## src/wmlm_pkg.sv

```systemverilog
// Shared types and constants for the water meter leak monitor.
// Used by wmlm_cfg, water_meter_leak_monitor and the testbench; depends on nothing else.
package wmlm_pkg;

    // Item operation codes.
    localparam logic [1:0] OP_REPORT     = 2'd0;
    localparam logic [1:0] OP_TICK       = 2'd1;
    localparam logic [1:0] OP_SOFT_RESET = 2'd2;

    // Configuration register indexes.
    localparam int CFG_IDX_W = 3;
    localparam logic [CFG_IDX_W-1:0] REG_SOFTENER_LIMIT   = 3'd0;
    localparam logic [CFG_IDX_W-1:0] REG_FLOW_GAP         = 3'd1;
    localparam logic [CFG_IDX_W-1:0] REG_FLOW_DURATION    = 3'd2;
    localparam logic [CFG_IDX_W-1:0] REG_REPEAT_COOLDOWN  = 3'd3;
    localparam logic [CFG_IDX_W-1:0] REG_SOFT_COOLDOWN    = 3'd4;
    localparam logic [CFG_IDX_W-1:0] REG_NIGHT_START      = 3'd5;
    localparam logic [CFG_IDX_W-1:0] REG_NIGHT_END        = 3'd6;

    // Reset values of the configuration registers.
    localparam logic [31:0] RST_SOFTENER_LIMIT  = 32'd1500;
    localparam logic [31:0] RST_FLOW_GAP        = 32'd90000;
    localparam logic [31:0] RST_FLOW_DURATION   = 32'd1200000;
    localparam logic [31:0] RST_REPEAT_COOLDOWN = 32'd600000;
    localparam logic [31:0] RST_SOFT_COOLDOWN   = 32'd86400000;
    localparam logic [4:0]  RST_NIGHT_START     = 5'd1;
    localparam logic [4:0]  RST_NIGHT_END       = 5'd5;

    // Raw sender id of the first meter.
    localparam logic [7:0] FIRST_METER_ID = 8'd2;

    typedef struct packed {
        logic [31:0] softener_limit;
        logic [31:0] flow_gap_ms;
        logic [31:0] flow_duration_ms;
        logic [31:0] repeat_cooldown_ms;
        logic [31:0] softener_cooldown_ms;
        logic [4:0]  night_start_hour;
        logic [4:0]  night_end_hour;
    } cfg_t;

endpackage

```

## src/wmlm_cfg.sv

```systemverilog
// Configuration register file of the water meter leak monitor.
// Depends on wmlm_pkg for the register indexes, reset values and cfg_t.
module wmlm_cfg (
    input  logic                            clk,
    input  logic                            rst_n,
    input  logic                            cfg_valid,
    input  logic [wmlm_pkg::CFG_IDX_W-1:0]  cfg_index,
    input  logic [31:0]                     cfg_data,
    output wmlm_pkg::cfg_t                  cfg
);
    import wmlm_pkg::*;

    cfg_t cfg_reg;

    always_ff @(posedge clk or negedge rst_n)
    begin
        if (!rst_n)
        begin
            cfg_reg.softener_limit       <= RST_SOFTENER_LIMIT;
            cfg_reg.flow_gap_ms          <= RST_FLOW_GAP;
            cfg_reg.flow_duration_ms     <= RST_FLOW_DURATION;
            cfg_reg.repeat_cooldown_ms   <= RST_REPEAT_COOLDOWN;
            cfg_reg.softener_cooldown_ms <= RST_SOFT_COOLDOWN;
            cfg_reg.night_start_hour     <= RST_NIGHT_START;
            cfg_reg.night_end_hour       <= RST_NIGHT_END;
        end
        else if (cfg_valid)
        begin
            case (cfg_index)
                REG_SOFTENER_LIMIT:  cfg_reg.softener_limit       <= cfg_data;
                REG_FLOW_GAP:        cfg_reg.flow_gap_ms          <= cfg_data;
                REG_FLOW_DURATION:   cfg_reg.flow_duration_ms     <= cfg_data;
                REG_REPEAT_COOLDOWN: cfg_reg.repeat_cooldown_ms   <= cfg_data;
                REG_SOFT_COOLDOWN:   cfg_reg.softener_cooldown_ms <= cfg_data;
                REG_NIGHT_START:     cfg_reg.night_start_hour     <= cfg_data[4:0];
                REG_NIGHT_END:       cfg_reg.night_end_hour       <= cfg_data[4:0];
                default:             ;
            endcase
        end
    end

    assign cfg = cfg_reg;

endmodule

```

## src/water_meter_leak_monitor.sv

```systemverilog
// Water meter leak monitor: meter totals, softener tracking and flow alarms.
// Depends on wmlm_pkg and wmlm_cfg.
// Each item passes through the input register, then the result register, before its
// result is valid. Throughput: one item per cycle while out_stall does not hold the
// result register, set by the combinational state update between the two registers.
// Reset clears all totals, flags and timestamps and loads the default configuration.
module water_meter_leak_monitor #(
    parameter int NUM_METERS = 3
) (
    input  logic                            clk,
    input  logic                            rst_n,
    // configuration write channel
    input  logic                            cfg_valid,
    output logic                            cfg_ready,
    input  logic [wmlm_pkg::CFG_IDX_W-1:0]  cfg_index,
    input  logic [31:0]                     cfg_data,
    // input items
    input  logic                            in_valid,
    output logic                            in_stall,
    input  logic [1:0]                      operation,
    input  logic [31:0]                     now_ms,
    input  logic [7:0]                      meter_id,
    input  logic [31:0]                     pulses,
    input  logic [4:0]                      hour_of_day,
    input  logic                            time_valid,
    // results
    output logic                            out_valid,
    input  logic                            out_stall,
    output logic                            report_accepted,
    output logic [1:0]                      meter_index,
    output logic [31:0]                     meter_total,
    output logic                            night_alarm,
    output logic                            continuous_alarm,
    output logic                            softener_reminder,
    output logic                            softener_alarm_active
);
    import wmlm_pkg::*;

    localparam int IDX_W = (NUM_METERS > 1) ? $clog2(NUM_METERS) : 1;

    cfg_t cfg;

    wmlm_cfg u_cfg (
        .clk       (clk),
        .rst_n     (rst_n),
        .cfg_valid (cfg_valid),
        .cfg_index (cfg_index),
        .cfg_data  (cfg_data),
        .cfg       (cfg)
    );

    assign cfg_ready = 1'b1;

    // Input register.
    logic        s1_valid_reg;
    logic [1:0]  s1_op_reg;
    logic [31:0] s1_now_reg;
    logic [7:0]  s1_id_reg;
    logic [31:0] s1_pulses_reg;
    logic [4:0]  s1_hour_reg;
    logic        s1_tvalid_reg;

    // Result register.
    logic        res_valid_reg;
    logic        res_acc_reg;
    logic [1:0]  res_midx_reg;
    logic [31:0] res_mtot_reg;
    logic        res_night_reg;
    logic        res_cont_reg;
    logic        res_remind_reg;
    logic        res_salarm_reg;

    // Monitor state.
    logic [31:0] tot_reg [NUM_METERS];
    logic [31:0] soft_used_reg, soft_used_next;
    logic        soft_alarm_reg, soft_alarm_next;
    logic        flow_active_reg, flow_active_next;
    logic [31:0] flow_start_reg, flow_start_next;
    logic [31:0] flow_last_reg, flow_last_next;
    logic        cont_sent_reg, cont_sent_next;
    logic [31:0] cont_time_reg, cont_time_next;
    logic        night_sent_reg, night_sent_next;
    logic [31:0] night_time_reg, night_time_next;
    logic        rem_sent_reg, rem_sent_next;
    logic [31:0] rem_time_reg, rem_time_next;

    // Combinational results of the item in the input register.
    logic             advance;
    logic             fire;
    logic [7:0]       id_off;
    logic             id_ok;
    logic [IDX_W-1:0] idx;
    logic             tot_we;
    logic [31:0]      tot_wdata;
    logic             clr_soft_total;
    logic             acc_c;
    logic [31:0]      mtot_c;
    logic             night_c;
    logic             cont_c;
    logic             remind_c;

    // The result register frees whenever it is empty or its result transfers.
    assign advance  = !res_valid_reg || !out_stall;
    assign fire     = s1_valid_reg && advance;
    assign in_stall = s1_valid_reg && !advance;

    assign id_off = s1_id_reg - FIRST_METER_ID;
    assign id_ok  = (s1_id_reg >= FIRST_METER_ID) && (id_off < 8'(NUM_METERS));
    assign idx    = id_off[IDX_W-1:0];

    always_comb
    begin
        logic [31:0] sum;
        logic [31:0] soft_sum;
        logic        has_pulses;
        logic        in_night;
        logic        night_cool;
        logic        cont_cool;
        logic        rem_cool;

        sum        = tot_reg[idx] + s1_pulses_reg;
        soft_sum   = soft_used_reg + s1_pulses_reg;
        has_pulses = s1_pulses_reg != 32'd0;
        in_night   = (s1_hour_reg >= cfg.night_start_hour)
                     && (s1_hour_reg < cfg.night_end_hour);
        night_cool = !night_sent_reg
                     || ((s1_now_reg - night_time_reg) >= cfg.repeat_cooldown_ms);
        cont_cool  = !cont_sent_reg
                     || ((s1_now_reg - cont_time_reg) >= cfg.repeat_cooldown_ms);
        rem_cool   = !rem_sent_reg
                     || ((s1_now_reg - rem_time_reg) >= cfg.softener_cooldown_ms);

        soft_used_next   = soft_used_reg;
        soft_alarm_next  = soft_alarm_reg;
        flow_active_next = flow_active_reg;
        flow_start_next  = flow_start_reg;
        flow_last_next   = flow_last_reg;
        cont_sent_next   = cont_sent_reg;
        cont_time_next   = cont_time_reg;
        night_sent_next  = night_sent_reg;
        night_time_next  = night_time_reg;
        rem_sent_next    = rem_sent_reg;
        rem_time_next    = rem_time_reg;
        tot_we           = 1'b0;
        tot_wdata        = sum;
        clr_soft_total   = 1'b0;
        acc_c            = 1'b0;
        mtot_c           = 32'd0;
        night_c          = 1'b0;
        cont_c           = 1'b0;
        remind_c         = 1'b0;

        case (s1_op_reg)
            OP_REPORT:
            begin
                if (id_ok)
                begin
                    acc_c  = 1'b1;
                    tot_we = 1'b1;
                    if (idx == IDX_W'(0) && has_pulses)
                    begin
                        if (!flow_active_reg)
                        begin
                            flow_active_next = 1'b1;
                            flow_start_next  = s1_now_reg;
                        end
                        flow_last_next = s1_now_reg;
                    end
                    // The softener meter total follows the consumption value.
                    if (idx == IDX_W'(1) && has_pulses)
                    begin
                        soft_used_next = soft_sum;
                        tot_wdata      = soft_sum;
                        if (!soft_alarm_reg && soft_sum >= cfg.softener_limit)
                        begin
                            soft_alarm_next = 1'b1;
                        end
                    end
                    if (has_pulses && s1_tvalid_reg && in_night && night_cool)
                    begin
                        night_c         = 1'b1;
                        night_sent_next = 1'b1;
                        night_time_next = s1_now_reg;
                    end
                    mtot_c = tot_wdata;
                end
            end
            OP_TICK:
            begin
                if (flow_active_reg)
                begin
                    if ((s1_now_reg - flow_last_reg) > cfg.flow_gap_ms)
                    begin
                        flow_active_next = 1'b0;
                        flow_start_next  = 32'd0;
                        flow_last_next   = 32'd0;
                    end
                    else if ((s1_now_reg - flow_start_reg) >= cfg.flow_duration_ms
                             && cont_cool)
                    begin
                        cont_c         = 1'b1;
                        cont_sent_next = 1'b1;
                        cont_time_next = s1_now_reg;
                    end
                end
                if (soft_alarm_reg && rem_cool)
                begin
                    remind_c      = 1'b1;
                    rem_sent_next = 1'b1;
                    rem_time_next = s1_now_reg;
                end
            end
            OP_SOFT_RESET:
            begin
                soft_used_next  = 32'd0;
                soft_alarm_next = 1'b0;
                rem_sent_next   = 1'b0;
                rem_time_next   = 32'd0;
                clr_soft_total  = 1'b1;
            end
            default:
            begin
            end
        endcase
    end

    always_ff @(posedge clk or negedge rst_n)
    begin
        if (!rst_n)
        begin
            s1_valid_reg  <= 1'b0;
            res_valid_reg <= 1'b0;
        end
        else
        begin
            if (in_valid && !in_stall)
            begin
                s1_valid_reg <= 1'b1;
            end
            else if (advance)
            begin
                s1_valid_reg <= 1'b0;
            end
            if (advance)
            begin
                res_valid_reg <= s1_valid_reg;
            end
        end
    end

    always_ff @(posedge clk)
    begin
        if (in_valid && !in_stall)
        begin
            s1_op_reg     <= operation;
            s1_now_reg    <= now_ms;
            s1_id_reg     <= meter_id;
            s1_pulses_reg <= pulses;
            s1_hour_reg   <= hour_of_day;
            s1_tvalid_reg <= time_valid;
        end
        if (fire)
        begin
            res_acc_reg    <= acc_c;
            res_midx_reg   <= acc_c ? id_off[1:0] : 2'd0;
            res_mtot_reg   <= mtot_c;
            res_night_reg  <= night_c;
            res_cont_reg   <= cont_c;
            res_remind_reg <= remind_c;
            res_salarm_reg <= soft_alarm_next;
        end
    end

    always_ff @(posedge clk or negedge rst_n)
    begin
        if (!rst_n)
        begin
            for (int i = 0; i < NUM_METERS; i++)
            begin
                tot_reg[i] <= 32'd0;
            end
            soft_used_reg   <= 32'd0;
            soft_alarm_reg  <= 1'b0;
            flow_active_reg <= 1'b0;
            flow_start_reg  <= 32'd0;
            flow_last_reg   <= 32'd0;
            cont_sent_reg   <= 1'b0;
            cont_time_reg   <= 32'd0;
            night_sent_reg  <= 1'b0;
            night_time_reg  <= 32'd0;
            rem_sent_reg    <= 1'b0;
            rem_time_reg    <= 32'd0;
        end
        else if (fire)
        begin
            for (int i = 0; i < NUM_METERS; i++)
            begin
                if (tot_we && idx == IDX_W'(i))
                begin
                    tot_reg[i] <= tot_wdata;
                end
                else if (clr_soft_total && i == 1)
                begin
                    tot_reg[i] <= 32'd0;
                end
            end
            soft_used_reg   <= soft_used_next;
            soft_alarm_reg  <= soft_alarm_next;
            flow_active_reg <= flow_active_next;
            flow_start_reg  <= flow_start_next;
            flow_last_reg   <= flow_last_next;
            cont_sent_reg   <= cont_sent_next;
            cont_time_reg   <= cont_time_next;
            night_sent_reg  <= night_sent_next;
            night_time_reg  <= night_time_next;
            rem_sent_reg    <= rem_sent_next;
            rem_time_reg    <= rem_time_next;
        end
    end

    assign out_valid             = res_valid_reg;
    assign report_accepted       = res_acc_reg;
    assign meter_index           = res_midx_reg;
    assign meter_total           = res_mtot_reg;
    assign night_alarm           = res_night_reg;
    assign continuous_alarm      = res_cont_reg;
    assign softener_reminder     = res_remind_reg;
    assign softener_alarm_active = res_salarm_reg;

endmodule

```

## config.mk

```make
export PLATFORM = sky130hd
export DESIGN_NAME = water_meter_leak_monitor
export DESIGN_NICKNAME = d
export VERILOG_FILES = /design/src/wmlm_pkg.sv /design/src/wmlm_cfg.sv /design/src/water_meter_leak_monitor.sv
export SDC_FILE = /design/constraint.sdc
export NUM_CORES = 1
export LEC_CHECK = 0
export BUFFER_PORTS_ARGS = -buffer_cell sky130_fd_sc_hd__buf_2
export CORE_UTILIZATION = 59
export CTS_BUF_LIST = sky130_fd_sc_hd__clkbuf_8
export DETAILED_ROUTE_END_ITERATION = 12
export GPL_TIMING_DRIVEN = 0
export MAX_ROUTING_LAYER = met4
export PLACE_DENSITY = 0.8
export SLEW_MARGIN = 10
export SYNTH_ARGS = -nofsm -noshare
export SYNTH_HDL_FRONTEND = slang
export SYNTH_SLANG_ARGS = --single-unit
```

## constraint.sdc

```tcl
create_clock -name clk -period 5.9 [get_ports clk]
set_input_delay 0.885 -clock clk [delete_from_list [all_inputs] [get_ports clk]]
set_output_delay 0.885 -clock clk [all_outputs]
set_load 0.005 [all_outputs]
```

# Word-level counts from Yosys, hierarchy flattened
# Index checks and enable logic that the tools add are counted.
# classes
order_cmp	11
reduce_logical	56
add_sub_neg	8
eq_ne	17
n_mux	41
bitwise_logic	4
# ops
operator	n
32-bit two-way mux	17
32-bit case mux with 2 select lines	4
32-bit >= comparator	5
32-bit subtractor	5
32-bit adder	2
32-bit binary-select mux with 2-bit select	1
32-bit greater-than comparator	1
32-bit nonzero test	1
2-bit AND reduction	11
1-bit logical AND	16
1-bit two-way mux	16
2-bit != test (second input constant)	7
4-bit AND reduction	3
2-bit nonzero test	5
3-bit equality test (second input constant)	3
8-bit by 2-bit >= comparator with 1-bit output (second input constant)	1
1-bit zero test	8
8-bit by 2-bit < comparator with 1-bit output (second input constant)	1
8-bit by 2-bit subtractor with 8-bit output (second input constant)	1
7-bit AND reduction	1
3-bit by 2-bit equality test with 1-bit output (second input constant)	2
1-bit case mux with 2 select lines	3
6-bit AND reduction	1
5-bit >= comparator	1
13 further kinds	21
# totals
input_bits	120
ff_bits	584
word_cells	173
output_inout_bits	42

# Logic depth before layout (Yosys ltp)
# logic_depth
word_depth	10
ltp_mapped	27
mapped_depth_nobuf	25

# By module
# From an unflattened synthesis, not the netlist that was laid out.
# hier_totals
cells_unflattened	3849
area_unflattened_um2	38373.1
# modules_own_cells
mod	cells_each	area_each_um2	instances
water_meter_leak_monitor	3484	31473.9	1
wmlm_cfg	365	6899.1	1

# Worst setup path after synthesis
# No wires, ideal clock.
# synth_path
path_type	register to register
start	register s1_now_reg[0]
end	register cont_time_reg[10]
t_required_ns	5.775
stages_incl_launch_ff	26
slack_ns	0.467
t_arrival_ns	5.308
period_less_slack_ns	5.433
cell_sequence	edfxtp_1 > inv_1 > ha_1 > inv_1 > fa_1 > a21oi_1 > nor2_1 > o31a_1 > o31a_1 > a21o_1 > a21oi_1 > o21ai_0 > and2_1 > o41ai_1 > xnor2_1 > ha_1 > a21o_1 > a21o_1 > a21oi_1 > o21ai_0 > a211oi_2 > nor3_1 > or3_4 > nor4_4 > buf_6 > mux2_2
# synth_via
elab_chain_len	5
elab_cells_between_ends	10
cone_classes	add/sub (3); order compare (3); bitwise (1); reduce/logical (3)
# synth_rtl
item	line_no	source
from (decl)	water_meter_leak_monitor.sv:57	logic [31:0] s1_now_reg;
from (signal assigned)	water_meter_leak_monitor.sv:256	s1_now_reg <= now_ms;
32-bit subtractor	water_meter_leak_monitor.sv:129	|| ((s1_now_reg - cont_time_reg) >= cfg.repeat_cooldown_ms);
32-bit >= comparator	water_meter_leak_monitor.sv:129	
1-bit logical OR	water_meter_leak_monitor.sv:129	
1-bit logical AND	water_meter_leak_monitor.sv:199	&& cont_cool)
5-bit AND reduction (no line) (*)	-	
to (signal assigned)	water_meter_leak_monitor.sv:313	cont_time_reg <= cont_time_next;
to (decl)	water_meter_leak_monitor.sv:81	logic [31:0] cont_time_reg, cont_time_next;
# Mark *: on every way between the ends. The rest lies on a longest branch, timed or not.
# A chain may end at the register's enable or synchronous reset.

# Final worst setup path
# layout_path
start	register s1_now_reg[0]
end	register cont_time_reg[6]
# The elaborated chain is that of the path after synthesis.

==> metrics.md <==
| Metric | Value |
|---|---|
| Seq pwr share | `0.291` |
| Place WS | `-1.52 ns` |
| Synth Area in XOR/XNOR | `0.0453` |
| Final Cell Area | `around 43,000 um^2` |
| Max reg flops | `170` |
| Total core area | `approximately 63,000 um^2` |
| CP Class | `reg2reg` |
| Yosys Warn Count | `0` |
| Fin. Hold Viols | `0` |
| Final Wtd Congestion | `approximately 1.0` |
| Gr usage total | `0.339` |
| Sequential standard cell area | `around 15,000 um^2` |
| Post-synthesis sequential area ratio | `0.405` |
| Starting Density | `0.597` |
| Share of cells above drive strength 1 | `0.145` |
| Clock share of power | `0.235` |
| Status | `finished clean` |
| R2R setup slack | `0.04 ns` |
| Die height | `255 um` |
| Post-Syn Instances | `about 4.0k` |
| CP startpoint kind | `flip-flop` |
| Final core occ | `0.684` |
| Min Tclk post-route | `~5.9 ns` |
| Synth Area in Compound Gates | `0.192` |
| Fillers | `slightly below 5k` |
| Vias in the first global route | `31.4k` |
| Worst reg-to-reg path cell count | `26` |
| Max Slew Vio Count | `0` |
| Pwr/cell area | `approximately 420 nW/um^2` |
| VDD IR max | `around 0.35 mV` |
| Asr flop ratio synth | `0.796` |
| Top cell type by total area after synthesis | `dfrtp_1` |
| Critical path's most frequent cell | `a21oi_2` |
| Overflow after GRT | `0` |
| Critical path arrival | `roughly 6.5 ns` |
| Syn Nets | `4,551` |
| First-pass GRT wire length | `165,000 um` |
| Syn Std Cell Area | `about 38,000 um^2` |
| Final worst setup slack | `0.0429 ns` |
| Worst r2r dst | `cont_time_reg[6]$_DFFE_PN0P_` |
| DRC Markers | `0` |
| Worst Path Buf+Inv | `5` |
| Worst-Skew Late Latency | `~0.75 ns` |
| Htree depth | `3` |
| # IOs | `between 150 and 200` |
| Slew @ Worst Pin | `1.28 ns` |
| P_leak | `roughly 20 nW` |
| Slowest stage delay, CP | `between 0.4 and 0.5 ns` |
| Max cap viols | `0` |
| EDFF count, synth | `roughly 120` |
| Post-detailed-route count of antenna-violating nets | `0` |
| Comb pwr share | `0.474` |
| Number of library cell types mapped by synthesis | `roughly 80` |
| Largest delay share family, worst path | `compound AO/OA/AOI/OAI gates` |
| NetSw | `around 7 mW` |
| Setup TNS | `0 ns` |
| Multi-input gate area | `roughly 21,000 um^2` |
| Total die area | `around 65,000 um^2` |
| Site row count | `around 90` |
| Simple-gate area share of the yosys netlist | `0.119` |
| Hold WS | `about 0.20 ns` |
| Reg2Reg Launch Point | `s1_now_reg[0]$_DFFE_PP_` |
| First DRT Iteration DRCs | `2,261` |
| Critical-path top delay cell | `edfxtp_1` |
| Adder-Cell Fraction of Synth Area | `0.143` |
| FF+latch count, synth | `about 580` |
| Port bufs | `158` |
| Net Sw Frac | `0.390` |
| CTS max path bufs | `3` |
| Total CTS buffers | `between 100 and 150` |
| Maximum clock rate | `~170 MHz` |
| Die width | `255 um` |
| RSZ-0062 raised after global routing | `yes` |
| Period Utilization, post-route | `0.993` |
| Area Overhead vs Synth | `14.4%` |
| Main combinational cell family by area after synthesis | `compound AO/OA/AOI/OAI gates` |
| Synth Area per Inst | `~9.4 um^2` |
| HPWL Detailed | `79,400 um` |
| P_int | `between 10 and 15 mW` |
| Final layout net count | `slightly below 5k` |
| Synth area leaders | `dfrtp_1, ha_1, edfxtp_1, nand2_1, o21ai_0` |
| Worst EP required | `between 6 and 7 ns` |
| Initial antenna violation count | `1` |
| Max_slew headroom | `0.137` |
| Drt total wl | `around 110,000 um` |
| Mux contribution to synthesized area | `0.0442` |
| Routed len/inst | `a little over 20 um` |
| Max FO, Critical Path | `8` |
| Setup-violating endpoint count in the final report | `0` |
| Dominant synthesized flop cell | `dfrtp_1` |
| Largest net degree at the start of global routing | `around 110` |
| Post-DR vias/cell | `6.01` |
| CTS Sinks | `just under 600` |
| Share of the synthesized area in the top cell type | `0.280` |
| Final setup skew | `between 0.04 and 0.05 ns` |
| Drt pass-1 iters | `8` |
| Routed vias | `31.6k` |
| Worst hold path type | `in2async` |
| Clock transition at path regs | `0.06 ns` |
| CTS root buf | `clkbuf_8` |
| CTS tree | `yes` |
| Crit. End Element | `flip-flop` |
| # hold bufs at CTS | `0` |
| Post-DP Area | `around 40,000 um^2` |
-- stage by stage --
step                      cells  power [mW]
after floorplan            4005        11.2
after global placement     5009        13.0
after detailed placement   5018        13.3
after CTS                  5236        17.7
after global routing       5264        19.5
final                      5264        18.2
-- Yosys cell counts, drive strengths merged, types with 18 or more instances --
master	number
a22o	83
xnor2	135
o21ai	352
nor3	34
edfxtp	119
inv	385
mux2	114
xor2	60
and3	36
o211ai	19
a21oi	301
nand4	48
mux2i	38
nand2b	33
nand2	491
buf	22
a21o	160
o21a	46
nor2b	34
dfstp	44
dfrtp	421
o31ai	18
ha	419
nor4	19
clkbuf	101
nand3	70
o21bai	25
a211oi	20
nor2	167
-- power groups by stage --
| stage | clock network, mW | registers [mW] | logic [mW] |
|---|---|---|---|
| after global routing | 4.47 | 5.37 | 9.63 |
| after CTS | 4.31 | 5.28 | 8.15 |
| after global placement | 0 | 5.33 | 7.66 |
| final | 4.27 | 5.29 | 8.62 |
| after detailed placement | 0 | 5.35 | 7.94 |
| after floorplan | 0 | 5.22 | 6.00 |
-- per-layer routing --
| metal | part of all wire | global-route usage |
|---|---|---|
| met1 | 0.40 | 0.404 |
| met2 | 0.48 | 0.555 |
| met3 | 0.066 | 0.0469 |
| met4 | 0.057 | 0.186 |
| met5 | 0 | - |
-- worst register-to-register path: stages, from the launching register on --
cell and delay, ns:
edfxtp_1 0.49, clkinvlp_4 0.21, ha_4 0.16, inv_2 0.04, fa_2 0.37, a21oi_2 0.18
nor2_2 0.05, o31a_1 0.28, buf_6 0.14, o31ai_4 0.31, o221ai_4 0.20, nand2_2 0.14
a21oi_4 0.08, a211o_1 0.32, a21oi_2 0.13, xnor2_1 0.13, ha_1 0.26, a21o_1 0.19
a21oi_2 0.13, o21ai_2 0.11, a211oi_2 0.28, nor3_2 0.08, or3_4 0.44, nor4_4 0.28
buf_12 0.21, clkbuf_16 0.19, mux2_4 0.30
-- area by class of cell --
type	count	area share
multi-input combinational	2912	0.485
sequential	584	0.354
clock buffer	124	0.0396
timing repair buffer	220	0.0355
inverter	386	0.0337
tap	846	0.0245
clock inverter	69	0.0150
buffer	122	0.0127
antenna	1	0.0000580
-- kinds of logic (layout without fill, tap and decap cells) --
family,count (synthesis),in the layout
AOI/OAI and AO/OA,1149,1149
and+or+nand+nor,989,989
DFF,584,584
buffers and inverters,509,921
adders and majority gates,426,426
xor gates and xnor gates,195,195
muxes,152,152
other,1,2
-- placed cells by master, fill, tap and decap left out, drive strengths merged, types with 160 or more instances in the layout --
| cell | n |
|---|---|
| a21o | 160 |
| a21oi | 301 |
| buf | 239 |
| clkbuf | 227 |
| dfrtp | 421 |
| ha | 419 |
| inv | 409 |
| nand2 | 491 |
| nor2 | 167 |
| o21ai | 352 |
-- how the worst max path moves through the flow --
stage,start,endpoint,cells past startpoint
floorplan,s1_now_reg[0]$_DFFE_PP_,cont_time_reg[10]$_DFFE_PN0P_,25
global placement,rst_n,cont_time_reg[28]$_DFFE_PN0P_,1
detailed placement,s1_now_reg[0]$_DFFE_PP_,flow_start_reg[31]$_DFFE_PN0P_,25
CTS,s1_now_reg[0]$_DFFE_PP_,cont_time_reg[6]$_DFFE_PN0P_,25
global route,s1_now_reg[0]$_DFFE_PP_,cont_time_reg[6]$_DFFE_PN0P_,26
finish,s1_now_reg[0]$_DFFE_PP_,cont_time_reg[6]$_DFFE_PN0P_,26
-- timing repair --
action                     CTS  global route
setup endpoints to repair  165           161
pin swaps                    9            37
buffers inserted            26            24
gates cloned                 0             3
resized for setup           36           103
(Power assumes the default switching activity.)
